==> config.mk <==
export PLATFORM = sky130hd
export DESIGN_NAME = medium_access_contention_controller_flat
export DESIGN_NICKNAME = d
export VERILOG_FILES = /design/src/rtl/macc_pkg.sv /design/src/rtl/macc_in_if.sv /design/src/rtl/macc_out_if.sv /design/src/rtl/macc_cfg.sv /design/src/rtl/macc_core.sv /design/src/rtl/medium_access_contention_controller.sv /design/src/flat_wrapper.sv
export SDC_FILE = /design/constraint.sdc
export NUM_CORES = 2
export LEC_CHECK = 0
export BUFFER_PORTS_ARGS = -buffer_cell sky130_fd_sc_hd__buf_2
export CAP_MARGIN = 0
export CORE_MARGIN = 8
export CORE_UTILIZATION = 40
export CTS_CLUSTER_SIZE = 16
export DETAILED_ROUTE_END_ITERATION = 8
export PLACE_DENSITY = 0.62
export SYNTH_ARGS = -nofsm -noshare
export SYNTH_HDL_FRONTEND = slang
export SYNTH_SLANG_ARGS = --single-unit
==> constraint.sdc <==
create_clock -name clk -period 7.5 [get_ports clk]
set_clock_uncertainty 0.05 [all_clocks]
set_input_delay 0.375 -clock clk [delete_from_list [all_inputs] [get_ports clk]]
set_output_delay 0.375 -clock clk [all_outputs]
set_load 0.02 [all_outputs]
==> src/rtl/macc_pkg.sv <==
`timescale 1ns / 1ps

package macc_pkg;

    // Configuration register indexes
    localparam int unsigned CFG_IDX_W = 3;
    localparam logic [CFG_IDX_W-1:0] CFG_OWN_ID     = 3'd0;
    localparam logic [CFG_IDX_W-1:0] CFG_PEER_ID    = 3'd1;
    localparam logic [CFG_IDX_W-1:0] CFG_INIT_MASK  = 3'd2;
    localparam logic [CFG_IDX_W-1:0] CFG_DEFER_MS   = 3'd3;
    localparam logic [CFG_IDX_W-1:0] CFG_TX_TIMEOUT = 3'd4;
    localparam logic [CFG_IDX_W-1:0] CFG_SLOT_TICKS = 3'd5;
    localparam logic [CFG_IDX_W-1:0] CFG_ARB_TICKS  = 3'd6;
    localparam int unsigned CFG_DATA_W = 32;

    // Configuration reset values
    localparam logic [7:0]  RST_INIT_MASK  = 8'd3;
    localparam logic [15:0] RST_DEFER_MS   = 16'd10;
    localparam logic [7:0]  RST_TX_TIMEOUT = 8'd2;

    // Event opcodes
    localparam logic [3:0] OP_RTS     = 4'd0;
    localparam logic [3:0] OP_CTS     = 4'd1;
    localparam logic [3:0] OP_DS      = 4'd2;
    localparam logic [3:0] OP_DACK    = 4'd3;
    localparam logic [3:0] OP_DATA_US = 4'd4;
    localparam logic [3:0] OP_FOREIGN = 4'd5;
    localparam logic [3:0] OP_TX_DONE = 4'd6;
    localparam logic [3:0] OP_LOOP    = 4'd7;
    localparam logic [3:0] OP_STATUS  = 4'd8;

    // Pending send codes
    localparam logic [2:0] PS_NONE = 3'd0;
    localparam logic [2:0] PS_RTS  = 3'd1;
    localparam logic [2:0] PS_CTS  = 3'd2;
    localparam logic [2:0] PS_DS   = 3'd3;
    localparam logic [2:0] PS_DATA = 3'd4;
    localparam logic [2:0] PS_DACK = 3'd5;

    // Emitted frame kinds
    localparam logic [2:0] KIND_NONE = 3'd0;
    localparam logic [2:0] KIND_RTS  = 3'd1;
    localparam logic [2:0] KIND_CTS  = 3'd2;
    localparam logic [2:0] KIND_DS   = 3'd3;
    localparam logic [2:0] KIND_DACK = 3'd4;
    localparam logic [2:0] KIND_SLOT = 3'd5;

    localparam logic [2:0] RTS_SLEEP_LOOPS = 3'd4;

    typedef struct packed {
        logic [7:0]  own_id;
        logic [7:0]  peer_id;
        logic [7:0]  init_mask;
        logic [15:0] defer_ms;
        logic [7:0]  tx_timeout_ms;
        logic [31:0] slot_ticks;
        logic [39:0] dack_thr;
    } cfg_t;

    typedef struct packed {
        logic [3:0]  opcode;
        logic [7:0]  pkt_target_body;
        logic [31:0] now_ms;
        logic [39:0] sys_time;
        logic [39:0] rx_timestamp;
        logic [39:0] slot_offset;
        logic [7:0]  random_value;
    } item_t;

    typedef struct packed {
        logic [2:0] send_kind;
        logic [7:0] send_target;
        logic [2:0] send_state;
        logic       acquiring;
        logic       listening;
    } result_t;

endpackage

==> src/rtl/macc_in_if.sv <==
`timescale 1ns / 1ps

interface macc_in_if;
    logic        valid;
    logic        ready;
    logic [3:0]  opcode;
    logic [7:0]  pkt_target_body;
    logic [31:0] now_ms;
    logic [39:0] sys_time;
    logic [39:0] rx_timestamp;
    logic [7:0]  slot_number;
    logic [7:0]  random_value;

    modport source (
        output valid, opcode, pkt_target_body, now_ms, sys_time, rx_timestamp,
               slot_number, random_value,
        input  ready
    );

    modport sink (
        input  valid, opcode, pkt_target_body, now_ms, sys_time, rx_timestamp,
               slot_number, random_value,
        output ready
    );
endinterface

==> src/rtl/macc_out_if.sv <==
`timescale 1ns / 1ps

interface macc_out_if;
    logic       valid;
    logic       ready;
    logic [2:0] send_kind;
    logic [7:0] send_target;
    logic [2:0] send_state;
    logic       acquiring;
    logic       listening;

    modport source (
        output valid, send_kind, send_target, send_state, acquiring, listening,
        input  ready
    );

    modport sink (
        input  valid, send_kind, send_target, send_state, acquiring, listening,
        output ready
    );
endinterface

==> src/rtl/macc_cfg.sv <==
`timescale 1ns / 1ps

module macc_cfg (
    input  logic                               clk,
    input  logic                               rst_n,
    input  logic                               cfg_we,
    input  logic [macc_pkg::CFG_IDX_W-1:0]     cfg_index,
    input  logic [macc_pkg::CFG_DATA_W-1:0]    cfg_data,
    output macc_pkg::cfg_t                     cfg
);

    logic [7:0]  own_id_reg;
    logic [7:0]  peer_id_reg;
    logic [7:0]  init_mask_reg;
    logic [15:0] defer_ms_reg;
    logic [7:0]  tx_timeout_reg;
    logic [31:0] slot_ticks_reg;
    logic [31:0] arb_ticks_reg;
    logic [39:0] dack_thr_reg;
    logic [39:0] dack_thr_next;

    // Write the addressed register
    always_ff @(posedge clk or negedge rst_n)
    begin
        if (!rst_n)
        begin
            own_id_reg     <= '0;
            peer_id_reg    <= '0;
            init_mask_reg  <= macc_pkg::RST_INIT_MASK;
            defer_ms_reg   <= macc_pkg::RST_DEFER_MS;
            tx_timeout_reg <= macc_pkg::RST_TX_TIMEOUT;
            slot_ticks_reg <= '0;
            arb_ticks_reg  <= '0;
        end
        else if (cfg_we)
        begin
            unique case (cfg_index)
                macc_pkg::CFG_OWN_ID:     own_id_reg     <= cfg_data[7:0];
                macc_pkg::CFG_PEER_ID:    peer_id_reg    <= cfg_data[7:0];
                macc_pkg::CFG_INIT_MASK:  init_mask_reg  <= cfg_data[7:0];
                macc_pkg::CFG_DEFER_MS:   defer_ms_reg   <= cfg_data[15:0];
                macc_pkg::CFG_TX_TIMEOUT: tx_timeout_reg <= cfg_data[7:0];
                macc_pkg::CFG_SLOT_TICKS: slot_ticks_reg <= cfg_data;
                macc_pkg::CFG_ARB_TICKS:  arb_ticks_reg  <= cfg_data;
                default: ;
            endcase
        end
    end

    // DACK threshold: six slots less the arbitration margin, mod 2^40
    assign dack_thr_next = {6'd0, slot_ticks_reg, 2'b00} + {7'd0, slot_ticks_reg, 1'b0}
                         - {8'd0, arb_ticks_reg};

    always_ff @(posedge clk or negedge rst_n)
    begin
        if (!rst_n)
        begin
            dack_thr_reg <= '0;
        end
        else
        begin
            dack_thr_reg <= dack_thr_next;
        end
    end

    assign cfg.own_id        = own_id_reg;
    assign cfg.peer_id       = peer_id_reg;
    assign cfg.init_mask     = init_mask_reg;
    assign cfg.defer_ms      = defer_ms_reg;
    assign cfg.tx_timeout_ms = tx_timeout_reg;
    assign cfg.slot_ticks    = slot_ticks_reg;
    assign cfg.dack_thr      = dack_thr_reg;

endmodule

==> src/rtl/macc_core.sv <==
`timescale 1ns / 1ps

module macc_core (
    input  logic                clk,
    input  logic                rst_n,
    input  logic                advance,
    input  macc_pkg::item_t     item,
    input  macc_pkg::cfg_t      cfg,
    output macc_pkg::result_t   res
);

    typedef struct packed {
        logic [2:0] ps;
        logic [2:0] sleep;
        logic [7:0] count;
        logic [7:0] mask;
    } acq_t;

    // Backoff count: (1 + (draw & mask)) * 4, wrapped to 8 bits
    function automatic logic [7:0] backoff_from(input logic [7:0] draw, input logic [7:0] m);
        logic [7:0] sum;
        begin
            sum = (draw & m) + 8'd1;
            return {sum[5:0], 2'b00};
        end
    endfunction

    function automatic acq_t try_acquire(input acq_t s, input logic [7:0] draw);
        acq_t r;
        begin
            r = s;
            if (s.sleep != 3'd0)
            begin
                r.sleep = s.sleep - 3'd1;
            end
            else if (s.count != 8'd0)
            begin
                r.count = s.count - 8'd1;
            end
            else if (s.ps == macc_pkg::PS_NONE)
            begin
                r.ps    = macc_pkg::PS_RTS;
                r.count = backoff_from(draw, s.mask);
                r.mask  = {s.mask[6:0], 1'b1};
            end
            return r;
        end
    endfunction

    logic [2:0]  ps_reg, ps_next;
    logic        tx_complete_reg, tx_complete_next;
    logic [2:0]  rts_sleep_reg, rts_sleep_next;
    logic [7:0]  backoff_count_reg, backoff_count_next;
    logic [7:0]  backoff_mask_reg, backoff_mask_next;
    logic        acquiring_reg, acquiring_next;
    logic        listening_reg, listening_next;
    logic [31:0] defer_start_reg, defer_start_next;
    logic        dack_pending_reg, dack_pending_next;
    logic [39:0] slot_start_reg, slot_start_next;
    logic [31:0] last_tx_reg, last_tx_next;

    acq_t        a;
    logic [2:0]  kind;
    logic        for_us;
    logic [39:0] elapsed;
    logic [31:0] since;
    logic [31:0] since_tx;

    // Update the MAC state for one item
    always_comb
    begin
        a.ps              = ps_reg;
        a.sleep           = rts_sleep_reg;
        a.count           = backoff_count_reg;
        a.mask            = backoff_mask_reg;
        tx_complete_next  = tx_complete_reg;
        acquiring_next    = acquiring_reg;
        listening_next    = listening_reg;
        defer_start_next  = defer_start_reg;
        dack_pending_next = dack_pending_reg;
        slot_start_next   = slot_start_reg;
        last_tx_next      = last_tx_reg;
        kind              = macc_pkg::KIND_NONE;
        for_us            = (item.pkt_target_body == cfg.own_id);
        elapsed           = item.sys_time - slot_start_reg;
        since_tx          = item.now_ms - last_tx_reg;
        since             = '0;

        case (item.opcode)
            macc_pkg::OP_RTS:
            begin
                if (for_us && listening_reg)
                begin
                    a.ps = macc_pkg::PS_CTS;
                end
                a.sleep = macc_pkg::RTS_SLEEP_LOOPS;
            end
            macc_pkg::OP_CTS:
            begin
                if (for_us && listening_reg)
                begin
                    a.ps = macc_pkg::PS_DS;
                end
                listening_next   = 1'b0;
                a.mask           = cfg.init_mask;
                a.count          = backoff_from(item.random_value, cfg.init_mask);
                acquiring_next   = 1'b0;
                defer_start_next = item.now_ms;
            end
            macc_pkg::OP_DS:
            begin
                if (acquiring_reg)
                begin
                    a.mask           = cfg.init_mask;
                    a.count          = backoff_from(item.random_value, cfg.init_mask);
                    acquiring_next   = 1'b0;
                    defer_start_next = item.now_ms;
                end
                listening_next = 1'b0;
            end
            macc_pkg::OP_DACK:
            begin
                if (!for_us)
                begin
                    a.mask         = cfg.init_mask;
                    a.count        = backoff_from(item.random_value, cfg.init_mask);
                    a              = try_acquire(a, item.random_value);
                    acquiring_next = 1'b1;
                end
                listening_next = 1'b1;
            end
            macc_pkg::OP_DATA_US:
            begin
                dack_pending_next = 1'b1;
                slot_start_next   = item.rx_timestamp - item.slot_offset;
            end
            macc_pkg::OP_FOREIGN:
            begin
                if (acquiring_reg)
                begin
                    listening_next   = 1'b0;
                    a.mask           = cfg.init_mask;
                    a.count          = backoff_from(item.random_value, cfg.init_mask);
                    acquiring_next   = 1'b0;
                    defer_start_next = item.now_ms;
                end
            end
            macc_pkg::OP_TX_DONE:
            begin
                tx_complete_next = 1'b1;
            end
            macc_pkg::OP_LOOP:
            begin
                // Schedule the DACK once the slot window opens
                if (dack_pending_reg && (elapsed >= cfg.dack_thr))
                begin
                    a.ps              = macc_pkg::PS_DACK;
                    a.mask            = cfg.init_mask;
                    a.count           = backoff_from(item.random_value, cfg.init_mask);
                    a                 = try_acquire(a, item.random_value);
                    acquiring_next    = 1'b1;
                    dack_pending_next = 1'b0;
                end
                // Emit the pending frame when the radio is free
                if (tx_complete_reg)
                begin
                    case (a.ps)
                        macc_pkg::PS_RTS:
                        begin
                            kind = macc_pkg::KIND_RTS;
                            a.ps = macc_pkg::PS_NONE;
                        end
                        macc_pkg::PS_CTS:
                        begin
                            kind = macc_pkg::KIND_CTS;
                            a.ps = macc_pkg::PS_NONE;
                        end
                        macc_pkg::PS_DS:
                        begin
                            kind = macc_pkg::KIND_DS;
                            a.ps = macc_pkg::PS_DATA;
                        end
                        macc_pkg::PS_DATA:
                        begin
                            kind = macc_pkg::KIND_SLOT;
                            a.ps = macc_pkg::PS_NONE;
                        end
                        macc_pkg::PS_DACK:
                        begin
                            kind = macc_pkg::KIND_DACK;
                            a.ps = macc_pkg::PS_NONE;
                        end
                        default: ;
                    endcase
                    if (kind != macc_pkg::KIND_NONE)
                    begin
                        last_tx_next     = item.now_ms;
                        tx_complete_next = 1'b0;
                    end
                end
                if (acquiring_next)
                begin
                    a = try_acquire(a, item.random_value);
                end
            end
            macc_pkg::OP_STATUS:
            begin
                if (since_tx > {24'd0, cfg.tx_timeout_ms})
                begin
                    tx_complete_next = 1'b1;
                end
                if (acquiring_reg)
                begin
                    defer_start_next = item.now_ms;
                end
                since = item.now_ms - defer_start_next;
                if (since >= {16'd0, cfg.defer_ms})
                begin
                    listening_next = 1'b1;
                end
                if (since >= {15'd0, cfg.defer_ms, 1'b0})
                begin
                    a.mask         = cfg.init_mask;
                    a.count        = backoff_from(item.random_value, cfg.init_mask);
                    a              = try_acquire(a, item.random_value);
                    acquiring_next = 1'b1;
                end
            end
            default: ;
        endcase

        ps_next            = a.ps;
        rts_sleep_next     = a.sleep;
        backoff_count_next = a.count;
        backoff_mask_next  = a.mask;
    end

    // Hold state until an item advances
    always_ff @(posedge clk or negedge rst_n)
    begin
        if (!rst_n)
        begin
            ps_reg            <= macc_pkg::PS_NONE;
            tx_complete_reg   <= 1'b0;
            rts_sleep_reg     <= '0;
            backoff_count_reg <= '0;
            backoff_mask_reg  <= macc_pkg::RST_INIT_MASK;
            acquiring_reg     <= 1'b1;
            listening_reg     <= 1'b1;
            defer_start_reg   <= '0;
            dack_pending_reg  <= 1'b0;
            slot_start_reg    <= '0;
            last_tx_reg       <= '0;
        end
        else if (advance)
        begin
            ps_reg            <= ps_next;
            tx_complete_reg   <= tx_complete_next;
            rts_sleep_reg     <= rts_sleep_next;
            backoff_count_reg <= backoff_count_next;
            backoff_mask_reg  <= backoff_mask_next;
            acquiring_reg     <= acquiring_next;
            listening_reg     <= listening_next;
            defer_start_reg   <= defer_start_next;
            dack_pending_reg  <= dack_pending_next;
            slot_start_reg    <= slot_start_next;
            last_tx_reg       <= last_tx_next;
        end
    end

    // Form the result from the updated state
    assign res.send_kind   = kind;
    assign res.send_target = (kind != macc_pkg::KIND_NONE) ? cfg.peer_id : 8'd0;
    assign res.send_state  = ps_next;
    assign res.acquiring   = acquiring_next;
    assign res.listening   = listening_next;

`ifndef SYNTHESIS
    a_ps_legal: assert property (@(posedge clk) disable iff (!rst_n)
        ps_reg <= macc_pkg::PS_DACK)
        else $error("pending send holds an unused code");

    a_tx_done_sets: assert property (@(posedge clk) disable iff (!rst_n)
        (advance && item.opcode == macc_pkg::OP_TX_DONE) |=> tx_complete_reg)
        else $error("transmit done did not mark transmit complete");

    a_emit_clears: assert property (@(posedge clk) disable iff (!rst_n)
        (advance && kind != macc_pkg::KIND_NONE) |=> !tx_complete_reg)
        else $error("frame emitted but transmit complete still set");

    a_hold_state: assert property (@(posedge clk) disable iff (!rst_n)
        !advance |=> ($stable(ps_reg) && $stable(backoff_count_reg)))
        else $error("state changed without an item");
`endif

endmodule

==> src/rtl/medium_access_contention_controller.sv <==
`timescale 1ns / 1ps

// Channel   Role     Payload
// in_ch     sink     opcode, pkt_target_body, now_ms, sys_time, rx_timestamp,
//                    slot_number, random_value
// out_ch    source   send_kind, send_target, send_state, acquiring, listening
// cfg_*     write    cfg_we, cfg_index, cfg_data (no read-back)
//
// One item per cycle sustained while out_ch is not stalled; the result is valid once stage two loads it.
// Stage one registers the item and the slot offset product slot_number * slot_ticks;
// stage two updates the MAC state and loads the result register.
// A stalled output holds the result and at most one item behind it; input ready then drops.
// Reset is asynchronous and active low; configuration returns to its reset values.

module medium_access_contention_controller (
    input  logic                             clk,
    input  logic                             rst_n,
    macc_in_if.sink                          in_ch,
    macc_out_if.source                       out_ch,
    input  logic                             cfg_we,
    input  logic [macc_pkg::CFG_IDX_W-1:0]   cfg_index,
    input  logic [macc_pkg::CFG_DATA_W-1:0]  cfg_data
);

    macc_pkg::cfg_t    cfg;
    macc_pkg::item_t   item_reg;
    macc_pkg::item_t   item_next;
    macc_pkg::result_t res;
    macc_pkg::result_t res_reg;
    logic              s1_valid_reg;
    logic              out_valid_reg;
    logic              advance;

    macc_cfg u_cfg (
        .clk       (clk),
        .rst_n     (rst_n),
        .cfg_we    (cfg_we),
        .cfg_index (cfg_index),
        .cfg_data  (cfg_data),
        .cfg       (cfg)
    );

    // Move the held item on when the result register is free or being taken
    assign advance     = s1_valid_reg && (!out_valid_reg || out_ch.ready);
    assign in_ch.ready = !s1_valid_reg || advance;

    // Capture the item with its slot offset
    always_comb
    begin
        item_next.opcode          = in_ch.opcode;
        item_next.pkt_target_body = in_ch.pkt_target_body;
        item_next.now_ms          = in_ch.now_ms;
        item_next.sys_time        = in_ch.sys_time;
        item_next.rx_timestamp    = in_ch.rx_timestamp;
        item_next.slot_offset     = {32'd0, in_ch.slot_number} * {8'd0, cfg.slot_ticks};
        item_next.random_value    = in_ch.random_value;
    end

    always_ff @(posedge clk or negedge rst_n)
    begin
        if (!rst_n)
        begin
            s1_valid_reg <= 1'b0;
        end
        else if (in_ch.ready)
        begin
            s1_valid_reg <= in_ch.valid;
        end
    end

    always_ff @(posedge clk)
    begin
        if (in_ch.valid && in_ch.ready)
        begin
            item_reg <= item_next;
        end
    end

    macc_core u_core (
        .clk     (clk),
        .rst_n   (rst_n),
        .advance (advance),
        .item    (item_reg),
        .cfg     (cfg),
        .res     (res)
    );

    // Hold the result until it is taken
    always_ff @(posedge clk or negedge rst_n)
    begin
        if (!rst_n)
        begin
            out_valid_reg <= 1'b0;
        end
        else if (advance)
        begin
            out_valid_reg <= 1'b1;
        end
        else if (out_ch.ready)
        begin
            out_valid_reg <= 1'b0;
        end
    end

    always_ff @(posedge clk)
    begin
        if (advance)
        begin
            res_reg <= res;
        end
    end

    assign out_ch.valid       = out_valid_reg;
    assign out_ch.send_kind   = res_reg.send_kind;
    assign out_ch.send_target = res_reg.send_target;
    assign out_ch.send_state  = res_reg.send_state;
    assign out_ch.acquiring   = res_reg.acquiring;
    assign out_ch.listening   = res_reg.listening;

`ifndef SYNTHESIS
    a_s1_no_drop: assert property (@(posedge clk) disable iff (!rst_n)
        (s1_valid_reg && !advance) |=> s1_valid_reg)
        else $error("held item dropped without advancing");

    a_adv_result: assert property (@(posedge clk) disable iff (!rst_n)
        advance |=> out_valid_reg)
        else $error("advanced item produced no result");

    a_no_repeat: assert property (@(posedge clk) disable iff (!rst_n)
        (out_valid_reg && out_ch.ready && !advance) |=> !out_valid_reg)
        else $error("taken result shown again");
`endif

endmodule
==> src/flat_wrapper.sv <==
// flat-port wrapper written by rule: the top's interface ports become plain ports
module medium_access_contention_controller_flat 
  (clk, rst_n, cfg_we, cfg_index, cfg_data, in_ch_valid, in_ch_opcode, in_ch_pkt_target_body, in_ch_now_ms, in_ch_sys_time, in_ch_rx_timestamp, in_ch_slot_number, in_ch_random_value, in_ch_ready, out_ch_valid, out_ch_send_kind, out_ch_send_target, out_ch_send_state, out_ch_acquiring, out_ch_listening, out_ch_ready);
  macc_in_if in_ch_i ();
  macc_out_if out_ch_i ();
  input  logic clk;
  input  logic rst_n;
  input  logic cfg_we;
  input  logic [macc_pkg::CFG_IDX_W-1:0] cfg_index;
  input  logic [macc_pkg::CFG_DATA_W-1:0] cfg_data;
  input wire logic [$bits(in_ch_i.valid)-1:0] in_ch_valid;
  input wire logic [$bits(in_ch_i.opcode)-1:0] in_ch_opcode;
  input wire logic [$bits(in_ch_i.pkt_target_body)-1:0] in_ch_pkt_target_body;
  input wire logic [$bits(in_ch_i.now_ms)-1:0] in_ch_now_ms;
  input wire logic [$bits(in_ch_i.sys_time)-1:0] in_ch_sys_time;
  input wire logic [$bits(in_ch_i.rx_timestamp)-1:0] in_ch_rx_timestamp;
  input wire logic [$bits(in_ch_i.slot_number)-1:0] in_ch_slot_number;
  input wire logic [$bits(in_ch_i.random_value)-1:0] in_ch_random_value;
  output wire logic [$bits(in_ch_i.ready)-1:0] in_ch_ready;
  output wire logic [$bits(out_ch_i.valid)-1:0] out_ch_valid;
  output wire logic [$bits(out_ch_i.send_kind)-1:0] out_ch_send_kind;
  output wire logic [$bits(out_ch_i.send_target)-1:0] out_ch_send_target;
  output wire logic [$bits(out_ch_i.send_state)-1:0] out_ch_send_state;
  output wire logic [$bits(out_ch_i.acquiring)-1:0] out_ch_acquiring;
  output wire logic [$bits(out_ch_i.listening)-1:0] out_ch_listening;
  input wire logic [$bits(out_ch_i.ready)-1:0] out_ch_ready;
  assign in_ch_i.valid = in_ch_valid;
  assign in_ch_i.opcode = in_ch_opcode;
  assign in_ch_i.pkt_target_body = in_ch_pkt_target_body;
  assign in_ch_i.now_ms = in_ch_now_ms;
  assign in_ch_i.sys_time = in_ch_sys_time;
  assign in_ch_i.rx_timestamp = in_ch_rx_timestamp;
  assign in_ch_i.slot_number = in_ch_slot_number;
  assign in_ch_i.random_value = in_ch_random_value;
  assign in_ch_ready = in_ch_i.ready;
  assign out_ch_valid = out_ch_i.valid;
  assign out_ch_send_kind = out_ch_i.send_kind;
  assign out_ch_send_target = out_ch_i.send_target;
  assign out_ch_send_state = out_ch_i.send_state;
  assign out_ch_acquiring = out_ch_i.acquiring;
  assign out_ch_listening = out_ch_i.listening;
  assign out_ch_i.ready = out_ch_ready;
  medium_access_contention_controller u_core (.clk(clk), .rst_n(rst_n), .in_ch(in_ch_i), .out_ch(out_ch_i), .cfg_we(cfg_we), .cfg_index(cfg_index), .cfg_data(cfg_data));
endmodule
==> run metrics <==
placement-stage cell area about 0.04 sq mm; Antenna Violating Nets Remaining 0; mean routed wirelength per cell around 18 microns; CP Data Required Time between 7 and 8 ns; largest area contributor in the netlist dfrtp_1; Fin Hold WS 0.0837 ns; Num CTS Buffers 56; CTS Buffer Depth 3; Max stage delay on crit path around 0.42 ns; full die area 0.104 sq mm; Crit path arrival time ~7.6 ns; register bit total from synthesis 462; Cells after Synth 3,895; ys async rst share 0.597; global-route wire length before repair 161,000 microns; gr usage total 0.192; final setup fails 0; Distinct cells, synth between 90 and 100; Peak VDD IR approximately 0.00035 V; number of flip-flops under the largest register name between 150 and 200; Total Power 20.4 mW; Non-Filler Instances between 5k and 6k; # rows ~110; leakage between 20 and 25 nW; most common flop cell mapped by yosys dfrtp_1; minimum clock period 7.12 ns; vias in the first global route 29.2k; DRC 0; Worst Path Class, Setup reg2reg; Slowest-stage cell, CP edfxtp_1; Via Count 29.3k; status completed; share of the synthesized area in the top cell type 0.177; clk root buf clkbuf_16; max-slew violation count 0; initial cell density of the core 0.404; Slew @ Worst Pin 1.20 ns; Crit. End Element flop; H-tree level count 2; Min-Delay Path Class in2reg; initial antenna violation count 9; Post-synth EDFFs about 190; hpwl dp 77,900 microns; Avg Cell Area, Syn between 9 and 10 sq um; Reg2Reg Setup Slack 0.38 ns; drt first pass iters 5; final global-route overflow total 0; final hold vios 0; Die Wd 323 microns; Worst-path clk slew around 0.060 ns; MaxCap Viol Count 0; period utilization 0.950; final instance area 0.0439 sq mm; CTS tree done; setup TNS 0 ns; layout cells sized above 1 0.138; area delta synth->final 16.5%; Via density 5.29; # fillers 8,770; initial DRC count 1,867; Post-Syn Area about 0.038 sq mm; startpoint types flop; most frequent cells in the layout inv_1 (494), nand2_1 (379), ha_1 (320); Die H 323 microns; fmax 140 MHz; I/O Pins 198; CP Max Fanout 6; Placed Cells 5,253; Yosys Warn Count 0; WL final 101,000 microns; clk sinks 462; Synth area leaders dfrtp_1 (18%), edfxtp_1 (15%), fa_1 (11%); IO buf count 195; Final #Nets around 4.9k; clk_lat worst skew ~0.63 ns; Synth Net Count 4,614; Core Area 0.0935 sq mm; sequential fraction of the synthesis area 0.331; commonest non-fill, non-tap cell in the layout inv_1; largest net degree at the start of global routing 121; gpl congestion slightly below 0.9; relative slew slack 0.195; Pwr Density 465 mW/mm^2
-- critical path: cells and delay by family, from the launching register on --
family / cells / cell delay [ns]
flops: 1 / 0.42
buf+inv: 2 / 0.33
mux: 1 / 0.17
simple gates: 8 / 1.13
xor+xnor: 2 / 0.39
compound gates: 16 / 3.53
fa+ha+maj: 4 / 0.98
-- power by group --
group	switching, mW	internal, mW	total [mW]	leakage, nW
combinational	7.54	5.85	13.4	14.0
clock	1.13	1.69	2.82	0.955
sequential	0.539	3.69	4.23	5.14
-- cell families (layout without fill, tap and decap cells) --
family / after synthesis / in the layout / share of synthesized area
AOI/OAI and AO/OA: 828 / 828 / 0.142
xor gates and xnor gates: 180 / 180 / 0.0418
adders and majority gates: 539 / 539 / 0.222
buffers and inverters: 626 / 1007 / 0.0627
DFF: 462 / 462 / 0.331
muxes: 234 / 234 / 0.0680
other: 0 / 7 / 0
and+or+nand+nor: 1026 / 1026 / 0.132
-- Yosys cell counts (all sizes together), types with 54 or more instances --
library cell,number
dfrtp,267
and2,123
xor2,54
edfxtp,186
xnor2,126
ha,323
clkbuf,120
mux2i,55
nand3,57
o21ai,186
nor2,179
nand2,380
mux2,179
inv,495
a21o,81
fa,216
a21oi,241
-- layout make-up --
| type | count | area [sq um] | area share |
|---|---|---|---|
| antenna | 7 | 17.5 | 0.000399 |
| clock buffer | 73 | 1620 | 0.0369 |
| clock inverter | 31 | 295 | 0.00672 |
| inverter | 495 | 1860 | 0.0423 |
| multi-input combinational | 2807 | 23000 | 0.524 |
| sequential | 462 | 12500 | 0.285 |
| tap | 1254 | 1570 | 0.0357 |
| timing repair buffer | 408 | 3030 | 0.0690 |
-- metrics by stage --
step,setup slack (ns),util
6_report,0.378,0.470
4_1_cts,0.00881,0.467
5_1_grt,-0.0319,0.470
2_1_floorplan,0.173,-
3_5_place_dp,-0.177,0.429
3_3_place_gp,-0.0398,0.429
-- routing by layer --
metal,up-vias,wire length (microns),global-route usage
met5,-,21,0
met4,4,2300,0.0505
met3,112,4460,0.0252
met1,14397,46400,0.263
met2,616,48200,0.321
li1,14139,-,-
-- final timing paths --
check	startpoint	end	cells past startpoint
setup / recovery	u_core.item_reg[89]	u_core.u_core.backoff_mask_reg[4]	33
hold / removal	cfg_data[1]	u_core.u_cfg.tx_timeout_reg[1]	3
setup reg to reg	u_core.item_reg[89]	u_core.u_core.backoff_mask_reg[4]	33
hold reg to reg	u_core.u_cfg.arb_ticks_reg[0]	u_core.u_cfg.dack_thr_reg[0]	0
max in group asynchronous	rst_n	u_core.u_core.last_tx_reg[15]	3
min in group asynchronous	rst_n	u_core.u_cfg.own_id_reg[2]	2
-- timing repair --
item                                    CTS  global route
endpoints found under the hold margin   279             0
hold buffers                            158             0
pin swaps                                 3            21
buffers inserted                          1            13
gates resized for setup                   8            26
endpoints found under the setup margin   14            16
gates cloned                              0             1
(Power assumes the default switching activity.)
